$ cat config.mk
export PLATFORM = sky130hd
export DESIGN_NAME = gamepad_deadzone_rescale_core
export DESIGN_NICKNAME = d
export VERILOG_FILES = /design/src/rtl/core/gdr_pkg.sv /design/src/rtl/core/gamepad_deadzone_rescale_core.sv /design/src/rtl/core/gdr_recip.sv /design/src/rtl/core/gdr_lane.sv
export SDC_FILE = /design/constraint.sdc
export NUM_CORES = 2
export LEC_CHECK = 0
export BUFFER_PORTS_ARGS = -buffer_cell sky130_fd_sc_hd__buf_2
export CAP_MARGIN = 0
export CORE_UTILIZATION = 28
export CTS_BUF_LIST = sky130_fd_sc_hd__clkbuf_4 sky130_fd_sc_hd__clkbuf_8 sky130_fd_sc_hd__clkbuf_16
export DETAILED_ROUTE_END_ITERATION = 6
export GPL_ROUTABILITY_DRIVEN = 0
export HOLD_SLACK_MARGIN = 0.08
export SKIP_CTS_REPAIR_TIMING = 1
export SYNTH_ARGS = -nofsm -noshare
export SYNTH_HDL_FRONTEND = slang
export SYNTH_SLANG_ARGS = --single-unit
$ cat constraint.sdc
create_clock -name clk -period 18.8 [get_ports clk]
set_input_delay 0.94 -clock clk [delete_from_list [all_inputs] [get_ports clk]]
set_output_delay 0.94 -clock clk [all_outputs]
set_load 0.05 [all_outputs]
$ cat src/rtl/core/gdr_pkg.sv
// Shared types and constants for the gamepad deadzone and rescale core.
package gdr_pkg;

  localparam int NUM_LANES = 6;
  localparam int NUM_AXES  = 4;

  // Configuration register indexes.
  localparam logic REG_AXIS_DEAD   = 1'b0;
  localparam logic REG_TRIG_DEAD   = 1'b1;

  localparam logic [7:0] AXIS_FULL = 8'd127;
  localparam logic [7:0] TRIG_FULL = 8'd255;

  // Reciprocals ceil(2^32 / D) for the divisors that follow from a zero deadzone.
  localparam int RECIP_W = 33;
  localparam logic [RECIP_W-1:0] AXIS_RECIP_RST = 33'd33818641;
  localparam logic [RECIP_W-1:0] TRIG_RECIP_RST = 33'd16843010;

  localparam int PROD_W = RECIP_W + 8;

  typedef struct packed {
    logic signed [7:0] left_x;
    logic signed [7:0] left_y;
    logic signed [7:0] right_x;
    logic signed [7:0] right_y;
    logic        [7:0] left_trig;
    logic        [7:0] right_trig;
  } in_item_t;

  typedef struct packed {
    logic signed [15:0] norm_left_x;
    logic signed [15:0] norm_left_y;
    logic signed [15:0] norm_right_x;
    logic signed [15:0] norm_right_y;
    logic        [15:0] norm_left_trig;
    logic        [15:0] norm_right_trig;
  } out_item_t;

  // Per-lane settings handed down from the configuration registers.
  typedef struct packed {
    logic               axis;
    logic [7:0]         dead;
    logic [RECIP_W-1:0] recip;
    logic               full;
  } lane_cfg_t;

endpackage

$ cat src/rtl/core/gamepad_deadzone_rescale_core.sv
// Top level of the gamepad deadzone and rescale core: config, six lanes, output register.
//
//   channel | signals                                    | direction
//   --------+--------------------------------------------+------------
//   input   | in_valid, in_stall, in_data                | request in
//   result  | out_valid, out_stall, out_data             | request out
//   config  | cfg_valid, cfg_ready, cfg_index, cfg_wdata | write in
//
// One request per cycle when neither output nor divider stalls, via the lane multiply
// register, then the output register. A config write recomputes that register's
// reciprocal in the shared serial divider, which holds in_stall and drops cfg_ready.
// Reset loads the reciprocals of the zero deadzones, so no divider pass follows reset.
// A stalled result does not block a new request while the lane stage is empty.
module gamepad_deadzone_rescale_core (
  input  logic               clk,
  input  logic               rst_n,
  input  logic               in_valid,
  output logic               in_stall,
  input  gdr_pkg::in_item_t  in_data,
  output logic               out_valid,
  input  logic               out_stall,
  output gdr_pkg::out_item_t out_data,
  input  logic               cfg_valid,
  output logic               cfg_ready,
  input  logic               cfg_index,
  input  logic [7:0]         cfg_wdata
);

  logic [6:0]                  axis_dead_r;
  logic [7:0]                  trig_dead_r;
  logic [gdr_pkg::RECIP_W-1:0] axis_recip_r;
  logic [gdr_pkg::RECIP_W-1:0] trig_recip_r;
  logic                        sel_r;

  logic                        cfg_wr;
  logic                        div_start;
  logic [7:0]                  div_divisor;
  logic                        div_busy;
  logic                        div_done;
  logic [gdr_pkg::RECIP_W-1:0] div_quot;

  logic                        v1_r, v1_nxt;
  logic                        out_valid_r, out_valid_nxt;
  gdr_pkg::out_item_t          out_data_r;
  logic                        en1, en2, acc;

  gdr_pkg::lane_cfg_t          axis_cfg, trig_cfg;
  logic [7:0]                  raw_a [gdr_pkg::NUM_LANES];
  logic [15:0]                 res_a [gdr_pkg::NUM_LANES];

  assign cfg_ready   = !div_busy;
  assign cfg_wr      = cfg_valid && cfg_ready;
  assign div_start   = cfg_wr;
  assign div_divisor = (cfg_index == gdr_pkg::REG_AXIS_DEAD)
                       ? 8'(gdr_pkg::AXIS_FULL - {1'b0, cfg_wdata[6:0]})
                       : 8'(gdr_pkg::TRIG_FULL - cfg_wdata);

  gdr_recip u_recip (
    .clk     (clk),
    .rst_n   (rst_n),
    .start   (div_start),
    .divisor (div_divisor),
    .busy    (div_busy),
    .done    (div_done),
    .quot    (div_quot)
  );

  always_ff @(posedge clk) begin
    if (!rst_n) begin
      axis_dead_r  <= 7'd0;
      trig_dead_r  <= 8'd0;
      axis_recip_r <= gdr_pkg::AXIS_RECIP_RST;
      trig_recip_r <= gdr_pkg::TRIG_RECIP_RST;
      sel_r        <= gdr_pkg::REG_AXIS_DEAD;
    end else begin
      if (cfg_wr) begin
        sel_r <= cfg_index;
        if (cfg_index == gdr_pkg::REG_AXIS_DEAD) begin
          axis_dead_r <= cfg_wdata[6:0];
        end else begin
          trig_dead_r <= cfg_wdata;
        end
      end
      if (div_done) begin
        if (sel_r == gdr_pkg::REG_AXIS_DEAD) begin
          axis_recip_r <= div_quot;
        end else begin
          trig_recip_r <= div_quot;
        end
      end
    end
  end

  // A deadzone at full scale leaves no range: any value that clears it reads as full.
  assign axis_cfg.axis  = 1'b1;
  assign axis_cfg.dead  = {1'b0, axis_dead_r};
  assign axis_cfg.recip = axis_recip_r;
  assign axis_cfg.full  = ({1'b0, axis_dead_r} == gdr_pkg::AXIS_FULL);

  assign trig_cfg.axis  = 1'b0;
  assign trig_cfg.dead  = trig_dead_r;
  assign trig_cfg.recip = trig_recip_r;
  assign trig_cfg.full  = (trig_dead_r == gdr_pkg::TRIG_FULL);

  assign en2      = !out_valid_r || !out_stall;
  assign en1      = !v1_r || en2;
  assign in_stall = div_busy || !en1;
  assign acc      = in_valid && !in_stall;

  assign raw_a[0] = in_data.left_x;
  assign raw_a[1] = in_data.left_y;
  assign raw_a[2] = in_data.right_x;
  assign raw_a[3] = in_data.right_y;
  assign raw_a[4] = in_data.left_trig;
  assign raw_a[5] = in_data.right_trig;

  for (genvar i = 0; i < gdr_pkg::NUM_LANES; i++) begin : g_lane
    gdr_lane u_lane (
      .clk    (clk),
      .en     (en1),
      .lcfg   ((i < gdr_pkg::NUM_AXES) ? axis_cfg : trig_cfg),
      .raw    (raw_a[i]),
      .result (res_a[i])
    );
  end

  assign v1_nxt        = en1 ? acc : v1_r;
  assign out_valid_nxt = en2 ? v1_r : out_valid_r;

  always_ff @(posedge clk) begin
    if (!rst_n) begin
      v1_r        <= 1'b0;
      out_valid_r <= 1'b0;
    end else begin
      v1_r        <= v1_nxt;
      out_valid_r <= out_valid_nxt;
    end
    if (en2 && v1_r) begin
      out_data_r.norm_left_x     <= res_a[0];
      out_data_r.norm_left_y     <= res_a[1];
      out_data_r.norm_right_x    <= res_a[2];
      out_data_r.norm_right_y    <= res_a[3];
      out_data_r.norm_left_trig  <= res_a[4];
      out_data_r.norm_right_trig <= res_a[5];
    end
  end

  assign out_valid = out_valid_r;
  assign out_data  = out_data_r;

endmodule

$ cat src/rtl/core/gdr_recip.sv
// Restoring divider that forms ceil(2^32 / divisor), one quotient bit per cycle.
module gdr_recip (
  input  logic                        clk,
  input  logic                        rst_n,
  input  logic                        start,
  input  logic [7:0]                  divisor,
  output logic                        busy,
  output logic                        done,
  output logic [gdr_pkg::RECIP_W-1:0] quot
);

  typedef enum logic [1:0] {
    ST_IDLE,
    ST_RUN,
    ST_DONE
  } state_t;

  state_t                        state_r, state_nxt;
  logic [5:0]                    count_r, count_nxt;
  logic [7:0]                    div_r, div_nxt;
  logic [7:0]                    rem_r, rem_nxt;
  logic [gdr_pkg::RECIP_W-1:0]   work_r, work_nxt;
  logic [8:0]                    rem_sh;
  logic                          ge;

  assign rem_sh = {rem_r, work_r[gdr_pkg::RECIP_W-1]};
  assign ge     = rem_sh >= {1'b0, div_r};

  always_comb begin
    state_nxt = state_r;
    count_nxt = count_r;
    div_nxt   = div_r;
    rem_nxt   = rem_r;
    work_nxt  = work_r;
    case (state_r)
      ST_IDLE: begin
        if (start) begin
          state_nxt = ST_RUN;
          count_nxt = 6'(gdr_pkg::RECIP_W - 1);
          div_nxt   = divisor;
          rem_nxt   = 8'd0;
          // Dividend 2^32 + D - 1 turns the floor into a ceiling.
          work_nxt  = {1'b1, 24'd0, 8'(divisor - 8'd1)};
        end
      end
      ST_RUN: begin
        rem_nxt  = ge ? 8'(rem_sh - {1'b0, div_r}) : rem_sh[7:0];
        work_nxt = {work_r[gdr_pkg::RECIP_W-2:0], ge};
        if (count_r == 6'd0) begin
          state_nxt = ST_DONE;
        end else begin
          count_nxt = count_r - 6'd1;
        end
      end
      ST_DONE: begin
        state_nxt = ST_IDLE;
      end
      default: begin
        state_nxt = ST_IDLE;
      end
    endcase
  end

  always_ff @(posedge clk) begin
    if (!rst_n) begin
      state_r <= ST_IDLE;
    end else begin
      state_r <= state_nxt;
    end
    count_r <= count_nxt;
    div_r   <= div_nxt;
    rem_r   <= rem_nxt;
    work_r  <= work_nxt;
  end

  assign busy = state_r != ST_IDLE;
  assign done = state_r == ST_DONE;
  assign quot = work_r;

endmodule

$ cat src/rtl/core/gdr_lane.sv
// One deadzone lane: magnitude, deadzone removal, reciprocal multiply, saturation.
module gdr_lane (
  input  logic               clk,
  input  logic               en,
  input  gdr_pkg::lane_cfg_t lcfg,
  input  logic [7:0]         raw,
  output logic [15:0]        result
);

  logic                        neg;
  logic [7:0]                  mag;
  logic [7:0]                  m;
  logic                        below;

  logic [gdr_pkg::PROD_W-1:0]  prod_r;
  logic                        neg_r;
  logic                        zero_r;
  logic                        full_r;
  logic                        axis_r;

  logic [gdr_pkg::PROD_W-1:0]  q_wide;
  logic [gdr_pkg::PROD_W-1:0]  lim;
  logic [15:0]                 q16;
  logic [15:0]                 mag_res;

  // A raw -128 maps to magnitude 128, which still fits in eight bits.
  assign neg   = lcfg.axis & raw[7];
  assign mag   = neg ? 8'(~raw + 8'd1) : raw;
  assign below = mag < lcfg.dead;
  assign m     = 8'(mag - lcfg.dead);

  always_ff @(posedge clk) begin
    if (en) begin
      prod_r <= gdr_pkg::PROD_W'(m) * gdr_pkg::PROD_W'(lcfg.recip);
      neg_r  <= neg;
      zero_r <= below;
      full_r <= lcfg.full;
      axis_r <= lcfg.axis;
    end
  end

  // Axis scale is 2^15 / D and trigger scale is 2^16 / D against a 2^32 reciprocal.
  assign q_wide  = axis_r ? (prod_r >> 17) : (prod_r >> 16);
  assign lim     = axis_r ? gdr_pkg::PROD_W'(32767) : gdr_pkg::PROD_W'(65535);
  assign q16     = (q_wide > lim) ? lim[15:0] : q_wide[15:0];

  always_comb begin
    if (zero_r) begin
      mag_res = 16'd0;
    end else if (full_r) begin
      mag_res = lim[15:0];
    end else begin
      mag_res = q16;
    end
  end

  assign result = neg_r ? 16'(~mag_res + 16'd1) : mag_res;

endmodule

==> results.md <==
* Fin crit share at 0.458
* Hold crit path type: flip-flop to flip-flop
* Worst setup SP type: primary input
* Final hold violations at 0
* Synth Register Bits at approximately 400
* DRT Pass-1 Iters at 7
* Critical Path AT at approximately 9 ns
* Area growth syn-to-layout at 9.75%
* Worst Tran Pin Value at 1.23 ns
* Post-Syn Nets at 8336
* Cell count after placement at approximately 9600
* Final setup vio count at 0
* Outcome: finished clean
* Row count at 174
* Via density at roughly 4.7
* Initial antenna violation count at 9
* Fin. max-slew vios at 0
* DIE AREA at ~230000 um2
* Reg2reg end: g_lane[2].u_lane.prod_r[36]$_DFFE_PN_
* CTS H-Tree Depth at 2
* Total CTS buffers at 47
* Clock skew at between 0.06 and 0.07 ns
* Final Instance Area at between 60000 and 70000 um2
* Drt initial violations at around 2500
* DR DRC count at 0
* Routed wire length at 173000 um
* Root buf cell: clkbuf_16
* Leak pwr at roughly 31 nW
* Syn avg cell area at 9.38 um2
* RSZ-0062 raised after global routing: false
* R2R depth at 27
* First-pass GRT wire length at 279000 um
* Synth Cell Area at 63300 um2
* Fill cells at 23167
* Syn Inst Count at ~6700
* Max-cap violations at 0
* GRT Resource Usage Total at 0.155
* Synth unique cells at 81
* Die width at around 480 um
* Cell Area, Placed at between 60000 and 70000 um2
* Largest net degree at the start of global routing at 87
* CP peak stage delay at between 0.8 and 0.9 ns
* GR Overflow Total at 0
* Worst-path clk slew at 0.06 ns
* Post-synth ARST share at 0
* FF-to-FF setup slack at roughly 10 ns
* Fmax at roughly 120 MHz
* Post-DP HPWL at between 100000 and 150000 um
* Routed wire per std cell at 17.8 um
* Slew headroom at 0.177
* Starting Density at 0.282
* CTS sink cnt at 395
* Worst path slowest cell: xnor2_4
* Post-synth EDFFs at slightly above 300
* FF-to-FF Start: axis_dead_r[0]$_SDFFE_PN0P_
* Pwr Density at around 56 nW/um2
* Post-synthesis sequential area ratio at 0.174
* Fin cells at slightly below 10000
* Power Total at 3.91 mW
* Share of cells above drive strength 1 at 0.0625
* Ports at 161
* Fin crit period at between 8 and 9 ns
* Hold Slack at 0.488 ns
* Required time worst endpoint at 19.29 ns
* Number of synthesis warnings at 0
* Worst Setup SP: in_data[16]
* Nets at a little over 8000
* Vias in the first global route at approximately 50000
* WS Path Type: primary input to flip-flop
* Element type at the critical path end: flip-flop
* Vias after detailed routing at ~46000
* PortBufs at between 150 and 200
* Worst Setup EP: g_lane[3].u_lane.prod_r[39]$_DFFE_PN_
* Die height at between 400 and 500 um
* Clock Latency Late Sink at ~0.69 ns
* Critical-path maximum fanout at 33
* Core footprint at 225000 um2
* Max clock buf depth at 3
* Setup tns final at 0 ns
* Main flop type after synthesis: edfxtp_1
* CTS tree: done
* ANT nets after route at 0
* Max IR drop VDD at ~0.07 mV
## sequential cells by signal (all words and copies together) (netlist names), 2 cells and up
register and count:
u_recip.div_r 8, out_data 96, u_recip.state_r 2, g_lane.u_lane.zero_r 6
u_recip.quot 33, trig_dead_r 8, axis_dead_r 7, u_recip.rem_r 8
axis_recip_r 33, g_lane.u_lane.full_r 2, g_lane.u_lane.neg_r 4, g_lane.u_lane.prod_r 146
trig_recip_r 33, u_recip.count_r 6
## cell usage after synthesis (14+ instances only)
cell type  number  area [um2]
or3_1          24         150
nand4_1        24         150
nor2_1        296        1110
dfxtp_1        86        1720
o211ai_1       21         158
nor4_1         25         156
o21ai_0       128         641
a21boi_0       79         593
edfxtp_1      309        9280
nand3_1        48         240
and2_1        969        6060
a21oi_1       162         811
nand2_1       726        2730
nand2b_1      196        1230
o21bai_1       35         263
a211oi_1       39         293
ha_1          411        5140
o21a_1         14         105
clkbuf_1      334        1250
inv_1        1133        4250
fa_1         1117       22400
xor2_1         72         631
nor2b_1        49         307
xnor2_1       155        1360
a21o_1         71         533
nor3_1         42         210
## where the power goes
part | total (mW) | switching (mW) | internal, mW | leakage [nW]
registers | 1.19 | 0.0940 | 1.09 | 3.92
clock network | 0.992 | 0.443 | 0.549 | 0.794
logic | 1.73 | 1.12 | 0.608 | 25.9
## through the flow
stage                     worst slack (ns)  utilization
after floorplan                      10.24            -
after global placement                9.71        0.302
after detailed placement              9.52        0.302
after CTS                            10.20        0.309
after global routing                  9.65        0.309
final                                10.19        0.309
## placed cells by master, fill, tap and decap left out, drive strengths merged, types with 8 or more instances in the layout
master,Yosys,routed
o211ai,21,21
o311ai,10,10
nand2,727,727
o21bai,35,35
o21ai,136,136
a211oi,40,40
nand4,24,24
o22ai,8,8
a2111oi,9,9
a31oi,11,11
o31ai,11,11
ha,411,411
xnor2,155,155
a21oi,163,163
and2,969,969
nand3,48,48
buf,6,246
nor3b,10,10
inv,1133,1140
edfxtp,309,309
or2,11,11
nand2b,196,196
a21o,71,71
dfxtp,86,86
nor2,297,297
nor3,42,42
clkinv,0,13
clkbuf,334,57
nor4,25,25
nor2b,49,49
o31a,8,8
or3,24,24
clkinvlp,0,8
o21a,14,14
fa,1117,1117
a21boi,83,83
xor2,72,72
and3,10,10
## routing by layer
layer | track usage | routed length [um] | vias up
met5 | 0 | 0 | -
met2 | 0.276 | 87400 | 1094
met4 | 0.0618 | 7570 | 0
met1 | 0.189 | 70400 | 23954
met3 | 0.0153 | 8010 | 279
li1 | - | - | 20691
## layout make-up
type	instances	area, um2	area share
repair buffers	246	1450	0.0208
multi-input cells	4878	47300	0.681
diodes	6	15.0	0.000216
well taps	2992	3740	0.0539
clock buffers	57	1310	0.0188
clock inverters	31	362	0.00521
inverters	1133	4250	0.0612
flip-flops and latches	395	11000	0.159
## kinds of logic after synthesis
group,share of synthesized area
AOI/OAI and AO/OA,0.0708
adders and majority gates,0.435
muxes,0.000949
xor gates and xnor gates,0.0314
buffers and inverters,0.0874
DFF,0.174
and+or+nand+nor,0.201
## critical path: cells and delay by family
kind                       cells  cell delay (ns)
buffers and inverters          5             0.37
adders and majority gates      7             2.77
AOI/OAI and AO/OA             15             3.64
and+or+nand+nor                2             0.41
xor gates and xnor gates       2             0.95
## how the worst min path moves through the flow
stage | start | to | slack [ns] | depth (start not counted)
floorplan | trig_dead_r[3]$_SDFFE_PN0P_ | trig_dead_r[3]$_SDFFE_PN0P_ | 0.46 | 2
global placement | axis_dead_r[2]$_SDFFE_PN0P_ | axis_dead_r[2]$_SDFFE_PN0P_ | 0.47 | 2
detailed placement | axis_dead_r[5]$_SDFFE_PN0P_ | axis_dead_r[5]$_SDFFE_PN0P_ | 0.48 | 2
CTS | in_valid | v1_r$_SDFFE_PN0N_ | 0.45 | 3
global route | axis_dead_r[3]$_SDFFE_PN0P_ | axis_dead_r[3]$_SDFFE_PN0P_ | 0.51 | 2
finish | axis_dead_r[5]$_SDFFE_PN0P_ | axis_dead_r[5]$_SDFFE_PN0P_ | 0.49 | 2
Note: power is estimated with default switching activity, not from simulation.
